## src/sv/ffsn_queue.sv

```systemverilog
// ---------------------------------------------------------------------------
// ffsn_queue
// Short FIFO between the front and back halves.
// ---------------------------------------------------------------------------
module ffsn_queue #(
   parameter int WIDTH = 48,
   parameter int DEPTH = 4
) (
   input  logic             clock,
   input  logic             reset,
   input  logic             push,
   input  logic [WIDTH-1:0] push_data,
   output logic             full,
   input  logic             pop,
   output logic             not_empty,
   output logic [WIDTH-1:0] pop_data
);

   localparam int PB = $clog2(DEPTH);
   localparam int NB = $clog2(DEPTH + 1);

   logic [WIDTH-1:0] mem_ff [DEPTH];
   logic [PB-1:0]    wr_ptr_ff, wr_ptr_in;
   logic [PB-1:0]    rd_ptr_ff, rd_ptr_in;
   logic [NB-1:0]    count_ff, count_in;

   always_comb begin
      wr_ptr_in = wr_ptr_ff;
      rd_ptr_in = rd_ptr_ff;
      count_in  = count_ff;
      if (push) begin
         wr_ptr_in = (wr_ptr_ff == PB'(DEPTH - 1)) ? '0 : wr_ptr_ff + PB'(1);
      end
      if (pop) begin
         rd_ptr_in = (rd_ptr_ff == PB'(DEPTH - 1)) ? '0 : rd_ptr_ff + PB'(1);
      end
      if (push && !pop) begin
         count_in = count_ff + NB'(1);
      end else if (pop && !push) begin
         count_in = count_ff - NB'(1);
      end
   end

   always_ff @(posedge clock) begin
      if (reset) begin
         wr_ptr_ff <= '0;
         rd_ptr_ff <= '0;
         count_ff  <= '0;
      end else begin
         wr_ptr_ff <= wr_ptr_in;
         rd_ptr_ff <= rd_ptr_in;
         count_ff  <= count_in;
      end
      if (push) begin
         mem_ff[wr_ptr_ff] <= push_data;
      end
   end

   assign full      = (count_ff == NB'(DEPTH));
   assign not_empty = (count_ff != '0);
   assign pop_data  = mem_ff[rd_ptr_ff];

endmodule

```

## config.mk

```make
export PLATFORM = sky130hd
export DESIGN_NAME = ffsn_queue
export DESIGN_NICKNAME = d
export VERILOG_FILES = /design/src/sv/ffsn_queue.sv
export SDC_FILE = /design/constraint.sdc
export NUM_CORES = 1
export LEC_CHECK = 0
export BUFFER_PORTS_ARGS = -buffer_cell sky130_fd_sc_hd__buf_2
export CORE_MARGIN = 2
export CORE_UTILIZATION = 51
export DETAILED_ROUTE_END_ITERATION = 10
export PLACE_DENSITY = 0.75
export SETUP_SLACK_MARGIN = 0.3
export SKIP_CTS_REPAIR_TIMING = 1
export SLEW_MARGIN = 20
export SYNTH_ARGS = -nofsm -noshare
export SYNTH_HDL_FRONTEND = slang
export SYNTH_SLANG_ARGS = --single-unit
```

## constraint.sdc

```tcl
create_clock -name clock -period 2.1 [get_ports clock]
set_input_delay 0.315 -clock clock [delete_from_list [all_inputs] [get_ports clock]]
set_output_delay 0.315 -clock clock [all_outputs]
set_load 0.01 [all_outputs]
```

After elaboration in Yosys (flattened, before gate mapping)
Memories as Yosys holds them, arrays and structs flattened. A register that Yosys moved wholly into a read port is not among the register bits.
Index checks and enable logic that the tools add are counted.
- output and inout port bits: 50
- register bits after elaboration: 7
- memory bits (writable): 192
- memories kept: 1
- word-level logic and storage cells: 25
- input bits: 52
- reduce and logical (&&, ||, !) cells: 6
- muxes and demuxes: 8
- equality and inequality tests: 3
- add/sub/neg operators: 4
- memories (name ; words ; bits a word ; rd ports ; clocked after memory_dff ; write ports ; RTL line ; source):
    mem_ff ; 4 ; 48 ; 1 ; 1 ; 1 ; 22 ; logic [WIDTH-1:0] mem_ff [DEPTH];
- operators with widths (operator ; count):
    $mux 2 ; 4
    $mux 3 ; 2
    $add 2x1->2 const B ; 2
    $eq 2x2->1 const B ; 2
    $add 3x1->3 const B ; 1
    $eq 3x3->1 const B ; 1
    $reduce_bool 3->1 ; 1
    $sub 3x1->3 const B ; 1
    $logic_and 1x1->1 ; 2
    $logic_not 1->1 ; 2
    $mux 1 ; 2
    $reduce_bool 2->1 ; 1

Longest topological paths before layout
- word-level depth: 4
- mapped depth: 7

Least setup slack after synthesis
OpenSTA, ideal clock, no wires.
- path type: register -> register
- start point: reg wr_ptr_ff[0]
- end point: mem mem_ff[3][0] (enable)
- path buffers: 0
- data required time: 1.690 ns
- period minus slack after synthesis: 2.108 ns
- setup slack: -0.008 ns
- data arrival time: 1.697 ns
- setup time: 0.410 ns
- cell stages (with the launch flop): 3
- cell sequence: dfxtp_1 > ha_1 > and2_1
- RTL lines (what ; RTL line ; source):
    start: declaration ; 23 ; logic [PB-1:0] wr_ptr_ff, wr_ptr_in;
    start signal: assignment ; 50 ; wr_ptr_ff <= wr_ptr_in;
    end: declaration ; 22 ;
No word-level cell before the write port.

==> metrics.txt <==
status=finished, violations left; failing checks=setup timing; Mapped Cells=294; area delta synth->final=25.7%; Setup Viol. Count Final=42; synthesized area per cell=25.0 um^2; Power, Total=9130 uW; RSZ-0062 raised after global routing=yes; P_leak=0.00321 uW; Switching Fraction=20.9%; WP depth=4; WL/cell=21.2 um; worst slew pin tran=0.427 ns; Die W=124 um; CP bufs+invs=3; YS warnings=0; initial core utilization=52.6%; Seq cells post-synth=201; vias in the first global route=3611; ratio of cells with drive above 1 in the final layout=47.9%; Via density=5.43; Yosys cell types=18; drt total wl=13300 um; number of fill cells=912; final worst slack=-0.0487 ns; largest net degree at the start of global routing=49; Cells on Worst Hold Path=1; Sw Pwr=1910 uW; GP Congestion=0.717; DRC errors left=0; Top Ports=102; Layout Nets=492; number of buffers created by CTS=20; Reg power frac=50.8%; Clk pwr share=39.0%; Crit Path Max Fanout=9; H-tree depth=1; Final HPWL DP=7960 um; Tot GR Track Use=17.2%; Max Cap Viol=0; Inserted Diodes=0; initial antenna violation count=1; slowest CP cell=mux4_2; die area=0.0154 mm^2; sequential element share of the synthesized area=80.8%; Util after Layout=66.2%; Final Hold Vio Count=0; Non-Filler Instances=627; DRT iter0 DRCs=216; M1 wire length=5400 um; Clock Pin Slew Worst Setup and Hold Paths=0.06 ns; Placed Area=0.00824 mm^2; critical path launch point type=flop; DR top layer=met5; critical path's top delay family=multiplexers; crit path cell chain=buf_12, clkbuf_16, mux4_2, buf_6; CP Class=flop to output pin; final period utilization=102%; DR pass1 iterations=4; routed wl met3=1020 um; antenna viol nets, final=0; post-route cell area=0.00925 mm^2; CTS root buffer=clkbuf_16; Chip Height=124 um; met2 wire length=6630 um; placed cell count=577; Min-Delay Path Class=primary input to flop; GRT Residual Overflow=0; Worst EP required=1.78 ns; CTS Buffer Depth=3; max_slew headroom=71.5%; clk sink count=201; DR vias=3403; internal power=7220 uW; Worst path max stage delay=0.51 ns; Critical Path End Type=output pin; Site Rows=43; FF-to-FF path depth=4; Clock Latency Late Sink=0.48 ns; Buffers on Ports=101; first-pass GRT wire length=19500 um; Arr. time, crit path=1.83 ns; achievable clock frequency=465 MHz; Final Max Tran Viols=0; Comb pwr share=10.2%; Core ar.=0.0140 mm^2; PwrDens=986 mW/mm^2; VDD IR max=0.617 mV; Worst Skew=0.0144 ns; CTS tree=yes; Period minus WS final=2.15 ns; Mapped Area=0.00736 mm^2; Mapped Nets=353
==> path summary, 6_finish.rpt <==
check                     start       endpoint  slack [ns]
setup / recovery           flop   pop_data[42]       -0.05
hold / removal    push_data[34]  mem_ff[1][34]        0.05
hold reg to reg     count_ff[2]    count_ff[2]        0.52
setup reg to reg   wr_ptr_ff[0]  mem_ff[0][12]        0.48
==> placed cells by master, fill, tap and decap left out <==
master      count
buf_4           9
buf_6          24
mux2i_1         4
or3_1           2
nor3b_1         2
inv_1           4
xor2_1          2
clkbuf_16      25
ha_1            6
dfxtp_4         1
buf_8           1
and2_2          4
mux4_2         48
fa_1            1
nor2_1          7
a21oi_1         2
clkbuf_1        1
dfxtp_1         7
clkbuf_4        1
inv_4           2
clkinvlp_4      3
buf_2          78
clkinv_1        2
clkinv_2        4
buf_12         10
bufinv_16       2
edfxtp_1      192
dfxtp_2         1
o21ai_0         1
buf_16          1
==> worst reg2reg max path, delay by kind of cell, from the launching register on <==
| family | cells | cell delay, ns |
|---|---|---|
| flip-flops | 1 | 0.36 |
| AND/OR/NAND/NOR | 1 | 0.36 |
| buffers and inverters | 2 | 0.44 |
| adder cells (fa/ha/maj) | 1 | 0.13 |
==> cells by family (layout without fill, tap and decap cells) <==
logic type / count (synthesis) / in the layout / share of synthesized area, %
AOI/OAI and AO/OA: 3 / 3 / 0.204
adders and majority gates: 7 / 7 / 1.29
DFF: 201 / 201 / 80.8
and+or+nand+nor: 15 / 15 / 1.07
xor gates and xnor gates: 2 / 2 / 0.238
buffers and inverters: 14 / 167 / 1.17
muxes: 52 / 52 / 15.2
==> synthesized netlist by cell type <==
master,number,area share (%)
inv_1,4,0.20
fa_1,1,0.27
xor2_1,2,0.24
mux2i_1,4,0.54
buf_4,2,0.20
buf_2,3,0.20
mux4_2,48,15
nor3b_1,2,0.20
dfxtp_1,9,2.4
clkbuf_1,2,0.10
o21ai_0,1,0.068
ha_1,6,1.0
buf_6,3,0.46
nor2_1,7,0.36
edfxtp_1,192,78
a21oi_1,2,0.14
or3_1,2,0.17
and2_1,4,0.34
==> flip-flops by register name, indices dropped and copies added, names as in the netlist, named ones only <==
register   flops
mem_ff       192
rd_ptr_ff      2
count_ff       3
wr_ptr_ff      2
==> metal layers <==
metal	up-vias	track usage, %
li1	1529	-
met1	1741	23.3
met2	110	27.8
met3	21	5.08
met4	2	4.28
met5	-	0
==> per-stage QoR <==
step	worst slack [ns]	setup TNS (ns)	hold slack, ns
2_1_floorplan	0.505	0	0.384
3_3_place_gp	0.340	0	0.478
3_5_place_dp	0.302	0	0.509
4_1_cts	-0.191	-6.11	0.0399
5_1_grt	-0.117	-3.79	0.0411
6_report	-0.0487	-1.03	0.0543
==> cell type report <==
type | count | area (um^2) | area share, %
Multi-Input combinational cell | 79 | 1330 | 14.4
Clock buffer | 23 | 554 | 5.99
Clock inverter | 13 | 123 | 1.33
Tap cell | 180 | 225 | 2.43
Sequential cell | 201 | 5950 | 64.3
Inverter | 4 | 15.0 | 0.162
Timing Repair Buffer | 127 | 1050 | 11.4
==> power groups by stage <==
stage	sequential, uW	combinational, uW	clock [uW]
floorplan	4710	454	0
global placement	4720	776	0
detailed placement	4740	790	0
CTS	4650	794	3630
global route	4650	1010	3800
finish	4640	927	3560
No activity file was read; power rests on OpenSTA's default activity.
