### config.mk
export PLATFORM = sky130hd
export DESIGN_NAME = ffsn_front
export DESIGN_NICKNAME = d
export VERILOG_FILES = /design/src/sv/ffsn_pkg.sv /design/src/sv/ffsn_front.sv
export SDC_FILE = /design/constraint.sdc
export NUM_CORES = 1
export LEC_CHECK = 0
export ABC_AREA = 0
export BUFFER_PORTS_ARGS = -buffer_cell sky130_fd_sc_hd__buf_2
export CAP_MARGIN = 20
export CORE_MARGIN = 2
export CORE_UTILIZATION = 49
export CTS_CLUSTER_SIZE = 28
export DETAILED_ROUTE_END_ITERATION = 10
export PLACE_DENSITY = 0.78
export SLEW_MARGIN = 40
export SYNTH_ARGS = -nofsm -noshare
export SYNTH_HDL_FRONTEND = slang
export SYNTH_SLANG_ARGS = --single-unit
### constraint.sdc
create_clock -name clock -period 2.92 [get_ports clock]
set_input_delay 0.146 -clock clock [delete_from_list [all_inputs] [get_ports clock]]
set_output_delay 0.146 -clock clock [all_outputs]
set_load 0.1 [all_outputs]
### src/sv/ffsn_pkg.sv
// ---------------------------------------------------------------------------
// ffsn_pkg
// Shared constants, codes, types and direction tables for the flow-field
// steepest-neighbour block.
// ---------------------------------------------------------------------------
package ffsn_pkg;

   localparam int MAX_WIDTH_DEF   = 1024;
   localparam int DIST_BITS_DEF   = 32;
   localparam int MAX_HEIGHT      = 4096;
   localparam int WIDTH_RESET     = 64;
   localparam int HEIGHT_RESET    = 64;
   localparam int QUEUE_DEPTH     = 4;

   localparam int CFG_WIDTH_BITS  = 11;
   localparam int CFG_HEIGHT_BITS = 13;
   localparam int CSR_DATA_BITS   = 13;
   localparam int CSR_INDEX_BITS  = 4;
   localparam int IN_DIST_BITS    = 32;
   localparam int FLOW_BITS       = 16;
   localparam int DIR_BITS        = 4;

   // rows run up to height+1 while the tail drains
   localparam int ROW_BITS        = 13;

   localparam logic signed [FLOW_BITS-1:0] UNIT_Q14 = 16'sd16384;
   localparam logic signed [FLOW_BITS-1:0] DIAG_Q14 = 16'sd11585;

   typedef enum logic [CSR_INDEX_BITS-1:0] {
      CSR_GRID_WIDTH  = 4'd0,
      CSR_GRID_HEIGHT = 4'd1
   } ffsn_csr_type;

   typedef enum logic [DIR_BITS-1:0] {
      DIR_NONE = 4'd0,
      DIR_N    = 4'd1,
      DIR_NE   = 4'd2,
      DIR_E    = 4'd3,
      DIR_SE   = 4'd4,
      DIR_S    = 4'd5,
      DIR_SW   = 4'd6,
      DIR_W    = 4'd7,
      DIR_NW   = 4'd8
   } ffsn_dir_type;

   // per-item control from front to back; edge flags mask out-of-grid neighbours
   typedef struct packed {
      logic has_res;
      logic last;
      logic up;
      logic down;
      logic left;
      logic right;
   } ffsn_tag_type;

   function automatic logic signed [FLOW_BITS-1:0] flow_x(input ffsn_dir_type d);
      logic signed [FLOW_BITS-1:0] v;
      case (d)
         DIR_NE, DIR_SE: v = DIAG_Q14;
         DIR_E:          v = UNIT_Q14;
         DIR_SW, DIR_NW: v = -DIAG_Q14;
         DIR_W:          v = -UNIT_Q14;
         default:        v = '0;
      endcase
      return v;
   endfunction

   function automatic logic signed [FLOW_BITS-1:0] flow_y(input ffsn_dir_type d);
      logic signed [FLOW_BITS-1:0] v;
      case (d)
         DIR_SE, DIR_SW: v = DIAG_Q14;
         DIR_S:          v = UNIT_Q14;
         DIR_NE, DIR_NW: v = -DIAG_Q14;
         DIR_N:          v = -UNIT_Q14;
         default:        v = '0;
      endcase
      return v;
   endfunction

endpackage

### src/sv/ffsn_front.sv
// ---------------------------------------------------------------------------
// ffsn_front
// Input side: configuration, raster position counters and classification
// of each transaction (dropped flush, cell, drain step, result due).
// ---------------------------------------------------------------------------
module ffsn_front #(
   parameter int  MAX_WIDTH = ffsn_pkg::MAX_WIDTH_DEF,
   parameter int  DIST_BITS = ffsn_pkg::DIST_BITS_DEF,
   localparam int CB        = $clog2(MAX_WIDTH)
) (
   input  logic                                clock,
   input  logic                                reset,
   input  logic                                req_valid,
   output logic                                req_ready,
   input  logic [ffsn_pkg::IN_DIST_BITS-1:0]   req_cell_distance,
   input  logic                                req_flush,
   input  logic                                csr_write_en,
   input  logic [ffsn_pkg::CSR_INDEX_BITS-1:0] csr_index,
   input  logic [ffsn_pkg::CSR_DATA_BITS-1:0]  csr_wdata,
   input  logic                                q_full,
   output logic                                push,
   output logic [DIST_BITS-1:0]                push_dist,
   output logic [CB-1:0]                       push_col,
   output ffsn_pkg::ffsn_tag_type              push_tag,
   output logic                                cfg_restart
);

   localparam int WB = CB + 1;
   localparam int RB = ffsn_pkg::ROW_BITS;
   localparam int WIDTH_RESET_EFF =
      (ffsn_pkg::WIDTH_RESET > MAX_WIDTH) ? MAX_WIDTH : ffsn_pkg::WIDTH_RESET;

   logic [WB-1:0] width_ff, width_in;
   logic [RB-1:0] height_ff, height_in;
   logic [CB-1:0] col_ff, col_in;
   logic [RB-1:0] row_ff, row_in;

   logic [31:0]   wclamp;
   logic [31:0]   hclamp;
   logic          accept;
   logic          in_frame;
   logic          is_end;
   logic          is_mid;
   logic [RB:0]   height_p1;
   logic          row_is_hp1;
   logic [WB-1:0] col_next;
   ffsn_pkg::ffsn_tag_type tag;

   assign req_ready   = !q_full;
   assign accept      = req_valid && req_ready;
   assign cfg_restart = csr_write_en &&
                        (csr_index == ffsn_pkg::CSR_GRID_WIDTH ||
                         csr_index == ffsn_pkg::CSR_GRID_HEIGHT);

   // configuration, clamped to the supported range on write
   always_comb begin
      wclamp    = 32'(csr_wdata[ffsn_pkg::CFG_WIDTH_BITS-1:0]);
      hclamp    = 32'(csr_wdata[ffsn_pkg::CFG_HEIGHT_BITS-1:0]);
      width_in  = width_ff;
      height_in = height_ff;
      if (wclamp == 32'd0) begin
         wclamp = 32'd1;
      end else if (wclamp > 32'(MAX_WIDTH)) begin
         wclamp = 32'(MAX_WIDTH);
      end
      if (hclamp == 32'd0) begin
         hclamp = 32'd1;
      end else if (hclamp > 32'(ffsn_pkg::MAX_HEIGHT)) begin
         hclamp = 32'(ffsn_pkg::MAX_HEIGHT);
      end
      if (csr_write_en && csr_index == ffsn_pkg::CSR_GRID_WIDTH) begin
         width_in = wclamp[WB-1:0];
      end
      if (csr_write_en && csr_index == ffsn_pkg::CSR_GRID_HEIGHT) begin
         height_in = hclamp[RB-1:0];
      end
   end

   // classification; a result at column 0 belongs to the row-end cell two rows up
   always_comb begin
      in_frame   = row_ff < height_ff;
      is_end     = (col_ff == '0) && (row_ff >= RB'(2));
      is_mid     = (col_ff != '0) && (row_ff != '0);
      height_p1  = {1'b0, height_ff} + (RB + 1)'(1);
      row_is_hp1 = ({1'b0, row_ff} == height_p1);

      tag.has_res = is_end || is_mid;
      tag.last    = is_end && row_is_hp1;
      tag.up      = is_end ? (row_ff == RB'(2)) : (row_ff == RB'(1));
      tag.down    = is_end ? row_is_hp1 : (row_ff == height_ff);
      tag.left    = is_end ? (width_ff == WB'(1)) : (col_ff == CB'(1));
      tag.right   = is_end ? 1'b1 : ({1'b0, col_ff} == width_ff);

      push      = accept && !(in_frame && req_flush);
      push_dist = in_frame ? req_cell_distance[DIST_BITS-1:0] : '1;
      push_col  = col_ff;
      push_tag  = tag;

      col_next = {1'b0, col_ff} + WB'(1);
      col_in   = col_ff;
      row_in   = row_ff;
      if (cfg_restart) begin
         col_in = '0;
         row_in = '0;
      end else if (push) begin
         if (tag.last) begin
            col_in = '0;
            row_in = '0;
         end else if (col_next == width_ff) begin
            col_in = '0;
            row_in = row_ff + RB'(1);
         end else begin
            col_in = col_next[CB-1:0];
         end
      end
   end

   always_ff @(posedge clock) begin
      if (reset) begin
         width_ff  <= WB'(WIDTH_RESET_EFF);
         height_ff <= RB'(ffsn_pkg::HEIGHT_RESET);
         col_ff    <= '0;
         row_ff    <= '0;
      end else begin
         width_ff  <= width_in;
         height_ff <= height_in;
         col_ff    <= col_in;
         row_ff    <= row_in;
      end
   end

endmodule

# ---- Word level (Yosys, flattened, before mapping)
# Cells that the tools add are included.
dict set report word_totals {
  register_bits 47
  output_inout_bits 51
  word_cells 55
}
dict set report op_classes {
  addsub 3
  n_reduce_logical 22
  mux 13
  order_cmp 4
  n_eq_ne 9
}
# op n
set op_table {}
lappend op_table {{$mux W13} 4}
lappend op_table {{$mux W32} 1}
lappend op_table {{$mux W11} 2}
lappend op_table {{$mux W10} 2}
lappend op_table {{$add A13 B1 Y14 const B} 1}
lappend op_table {{$eq A13 B14 Y1} 1}
lappend op_table {{$add A13 B1 Y13 const B} 1}
lappend op_table {{$eq A13 B1 Y1 const B} 1}
lappend op_table {{$eq A13 B13 Y1} 1}
lappend op_table {{$eq A13 B2 Y1 const B} 1}
lappend op_table {{$ge A13 B2 Y1 const B} 1}
lappend op_table {{$gt A13 B13 Y1 const B} 1}
lappend op_table {{$logic_not A13 Y1} 1}
lappend op_table {{$lt A13 B13 Y1} 1}
lappend op_table {{$reduce_bool A13 Y1} 1}
lappend op_table {{$add A10 B1 Y11 const B} 1}
lappend op_table {{$eq A10 B11 Y1} 1}
lappend op_table {{$eq A11 B1 Y1 const B} 1}
lappend op_table {{$eq A11 B11 Y1} 1}
lappend op_table {{$gt A11 B11 Y1 const B} 1}
lappend op_table {{$logic_not A11 Y1} 1}
lappend op_table {{$eq A10 B1 Y1 const B} 1}
lappend op_table {{$logic_not A10 Y1} 1}
lappend op_table {{$reduce_bool A10 Y1} 1}
lappend op_table {{other kinds (9)} 22}

# ---- Longest topological paths before layout
dict set report logic_depth {
  ltp_word 5
  mapped_depth 12
  mapped_depth_nobuf 10
}

# ---- Worst setup path after synthesis
# OpenSTA, ideal clock, no wires.
dict set report synth_path {
  path_type {register to output}
  from {reg col_ff[9] (netlist: push_col[9])}
  to {out push_tag[2] (netlist bit)}
  path_slack_ns -2.518
  path_stages_with_launch 9
  t_arrival_ns 5.292
  path_buffers 1
  path_cell_list {dfxtp_1 buf_4 nor4_1 and4_1 o31ai_1 a2111oi_0 nand2_1 a211oi_1 a41o_1}
}
# element line
set synth_rtl {}
lappend synth_rtl {{start, declared} ffsn_front.sv:35} ;# logic [CB-1:0] col_ff, col_in;
lappend synth_rtl {{start signal, assigned} ffsn_front.sv:127} ;# col_ff <= col_in;
lappend synth_rtl {{end, declared} ffsn_front.sv:24} ;# output ffsn_pkg::ffsn_tag_type push_tag,

# ---- Worst setup path in the final report
dict set report layout_path {
  from {reg height_ff[9]}
  to {out push}
}
dict set report layout_via {
  elab_chain_len 4
}
# element line
set layout_rtl {}
lappend layout_rtl {{start, declared} ffsn_front.sv:34} ;# logic [RB-1:0] height_ff, height_in;
lappend layout_rtl {{start signal, assigned} ffsn_front.sv:121} ;# height_ff <= RB'(ffsn_pkg::HEIGHT_RESET);
lappend layout_rtl {{start signal, assigned} ffsn_front.sv:126} ;# height_ff <= height_in;
lappend layout_rtl {{$lt A13 B13 Y1} ffsn_front.sv:81} ;# in_frame = row_ff < height_ff;
lappend layout_rtl {{$logic_and A1 B1 Y1} ffsn_front.sv:94} ;# push = accept && !(in_frame && req_flush);
lappend layout_rtl {{$logic_not A1 Y1} ffsn_front.sv:94}
lappend layout_rtl {{$logic_and A1 B1 Y1} ffsn_front.sv:94}
lappend layout_rtl {{end, declared} ffsn_front.sv:21} ;# output logic push,
# Every way passes these cells.

==> results.toml <==
[critical_path]
crit_arrival_ps = 2660
endpoint = "push"
ff2ff_setup_slack_ps = 160
worstSetupPathType = "reg -> out"
startpoint = "height_ff[9]"
cp-start-kind = "register"
crit_required_ps = 2770
reg2reg_from = "height_ff[8]"
setup.worst_path.end_class = "output pin"
reg2reg_depth = 8
path_max_fanout = 19
worstReg2RegEnd = "row_ff[4]"

[power_and_ir_drop]
seq_power_share = 0.377
switching_share = 0.4318
finalPower_mw = 1.765
p_sw_mw = 0.7622
p_comb_frac = 0.400
p_leak_nw = 2.213
p_int_mw = 1.003
clkPwrFrac = 0.223
powerDensity_mw_per_mm2 = 341.2
irDropWorstVdd_mv = 0.3357

[sta]
final-hold-violation-count = 0
post-route-min-period_ps = 2810
fin_crit_sh = 0.9622
setup_violations = 0
maxSlewHeadroom = 0.5615
fin_skew_ps = 5.105
max_freq_mhz = 355.9
slew_viol_final = 0
rsz0062_at_grt = "false"
worst_slew_pin_slew_ps = 657.7

[layout]
nFillCells = 676
num_antenna_cells = 0
drive_gt1_frac = 0.3558
finalNetCount = 712
fin_util = 0.6627
areaGrowthSynthToFinish_pct = 29.42

[routing]
wl_per_cell_um = 16.79
drtAntennaViolNets = 0
dr.pass1.iters = 5
drt-total-wl_um = 12430
vias_per_cell = 6.103
route.detailed.drc = 0
via_count = 4516
drtIter0Drc = 390

[global_route]
antenna_found_initial = 0
grt_pass1_wl_um = 19490
grt_util_met2 = 0.4429
track_usage = 0.2740
met1_usage = 0.3479
busiest_layer = "met2"
grt_util_met3 = 0.04494
grt_pass1_vias = 4113
grt_max_degree = 33
grt-ovfl-total = 0

[synth]
synth_cells = 525
seq_area_frac_synth = 0.2354
syn_nets = 600
yosys_warnings = 0
synth_edf_count = 0
ys_seq_elements = 47
yosysUniqueCellTypes = 68
async_reset_ff_frac = 0
synth_area_per_cell_um2 = 7.614
synth-main-ff-cell = "dfxtp_1"
synth_area_mm2 = 0.003998

[clock_tree]
cts_buffers = 5
tritoncts = "built"
cts_root_buf = "clkbuf_8"
clock_sinks = 47
cts_max_path_buffers = 2
cts_setup_buffers = 0
clk_latency_ps = 300
clk_pin_slew_ps = 80
htreeDepth = 2

[min_path]
hp-class = "in -> reg"
hold_depth = 2

[placement]
place.gp.congestion = 0.9330
portBuffers = 105
dp_hpwl_um = 9554

[floorplanning]
core_mm2 = 0.007807
die_h_um = 94.33
design.die.area_mm2 = 0.008897
rows = 32
die_x_um = 94.33
ios = 106
start_util = 0.5120

[flow_run]
maxCapViolCount = 0

[status]
status = "completed"
-- sequential cells by signal, indices dropped and copies added (netlist names) --
signal and cells:
height_ff 13, row_ff 13, width_ff 11, push_col 10
-- power by group through the flow --
stage	Clock, mW	Combinational [mW]	Sequential [mW]
2_1_floorplan	0	0.522	0.675
3_3_place_gp	0	0.671	0.677
3_5_place_dp	0	0.676	0.678
4_1_cts	0.390	0.678	0.663
5_1_grt	0.424	0.740	0.668
6_report	0.394	0.705	0.665
-- area by class of cell --
class	instances	area (µm²)	share of cell area
Clock buffer	7	76.32	0.01475
Clock inverter	1	5.005	0.0009674
Inverter	24	90.09	0.01741
Multi-Input combinational cell	411	2915	0.5635
Sequential cell	47	983.4	0.1901
Tap cell	102	127.6	0.02467
Timing Repair Buffer	148	975.9	0.1886
-- stage by stage --
| step | setup TNS (ps) | cell area [µm²] | hold slack, ps | cells | setup slack, ps |
|---|---|---|---|---|---|
| finish | 0 | 5174 | 102.5 | 740 | 110.5 |
| global route | 0 | 5174 | 96.23 | 740 | 5.641 |
| CTS | 0 | 5052 | 95.12 | 740 | 9.347 |
| detailed placement | 0 | 4969 | 407.5 | 732 | 121.7 |
| global placement | 0 | 4969 | 404.9 | 732 | 248.1 |
| floorplan | -643.6 | 4154 | 255.7 | 525 | -405.7 |
-- synthesized netlist by cell type, types with 10 or more instances --
| library cell | number | share of area |
|---|---|---|
| dfxtp_1 | 47 | 0.24 |
| nor2_1 | 41 | 0.038 |
| or2_2 | 35 | 0.055 |
| clkbuf_1 | 32 | 0.030 |
| nand4_1 | 30 | 0.047 |
| a21oi_1 | 26 | 0.033 |
| nand2_1 | 24 | 0.023 |
| inv_1 | 23 | 0.022 |
| nand3_1 | 22 | 0.028 |
| xor2_1 | 21 | 0.046 |
| ha_1 | 20 | 0.063 |
| nor3_1 | 18 | 0.023 |
| a22oi_1 | 14 | 0.026 |
| xnor2_1 | 14 | 0.031 |
| and3_1 | 12 | 0.019 |
| and4_1 | 12 | 0.026 |
| nor4_1 | 12 | 0.019 |
| nor3b_1 | 10 | 0.019 |
-- layout by cell type, fill, tap and decap left out, types with 17 or more instances in the layout --
cell type	count
buf_2	69
a21oi_1	25
clkbuf_4	32
nand2_1	24
xor2_1	21
nand3_1	22
inv_1	23
buf_4	44
or2_2	35
dfxtp_1	33
nor2_1	40
ha_1	18
nand4_1	30
nor3_1	17
-- cells by family (layout without fill, tap and decap cells) --
group	count (synthesis)	in the layout	synth area share
AND/OR/NAND/NOR	253	253	0.3715
AO/OA/AOI/OAI	98	98	0.1753
buffers and inverters	67	180	0.06604
flip-flops	47	47	0.2354
XOR/XNOR	35	35	0.07668
adder cells (fa/ha/maj)	22	22	0.06761
multiplexers	3	3	0.007512
-- what timing repair did --
action / 4_1_cts / 5_1_grt
resized for setup: 1 / 46
pin swaps: 0 / 1
setup endpoints to repair: 1 / 54
hold buffers: 0 / 0
-- critical path: stages (launching register included) --
cell and delay (ps):
dfxtp_1 480, inv_1 140, ha_1 310, nand4_1 110, nor3_2 260, o21ai_0 170
a21o_1 230, clkinv_1 60, buf_4 240, buf_4 340
-- worst min-delay path by stage --
stage,from,endpoint
floorplan,csr_index[0],height_ff[0]
global placement,csr_wdata[6],height_ff[6]
detailed placement,csr_wdata[6],height_ff[6]
CTS,csr_wdata[6],height_ff[6]
global route,csr_wdata[6],height_ff[6]
finish,csr_wdata[6],height_ff[6]
-- per-layer routing --
metal	wire length, µm	share of wire	vias to the layer above
met3	796	0.064	43
met1	5284	0.43	2109
met2	5800	0.47	202
met5	0	0	-
met4	545	0.044	0
li1	-	-	2162
(Power assumes the default switching activity.)
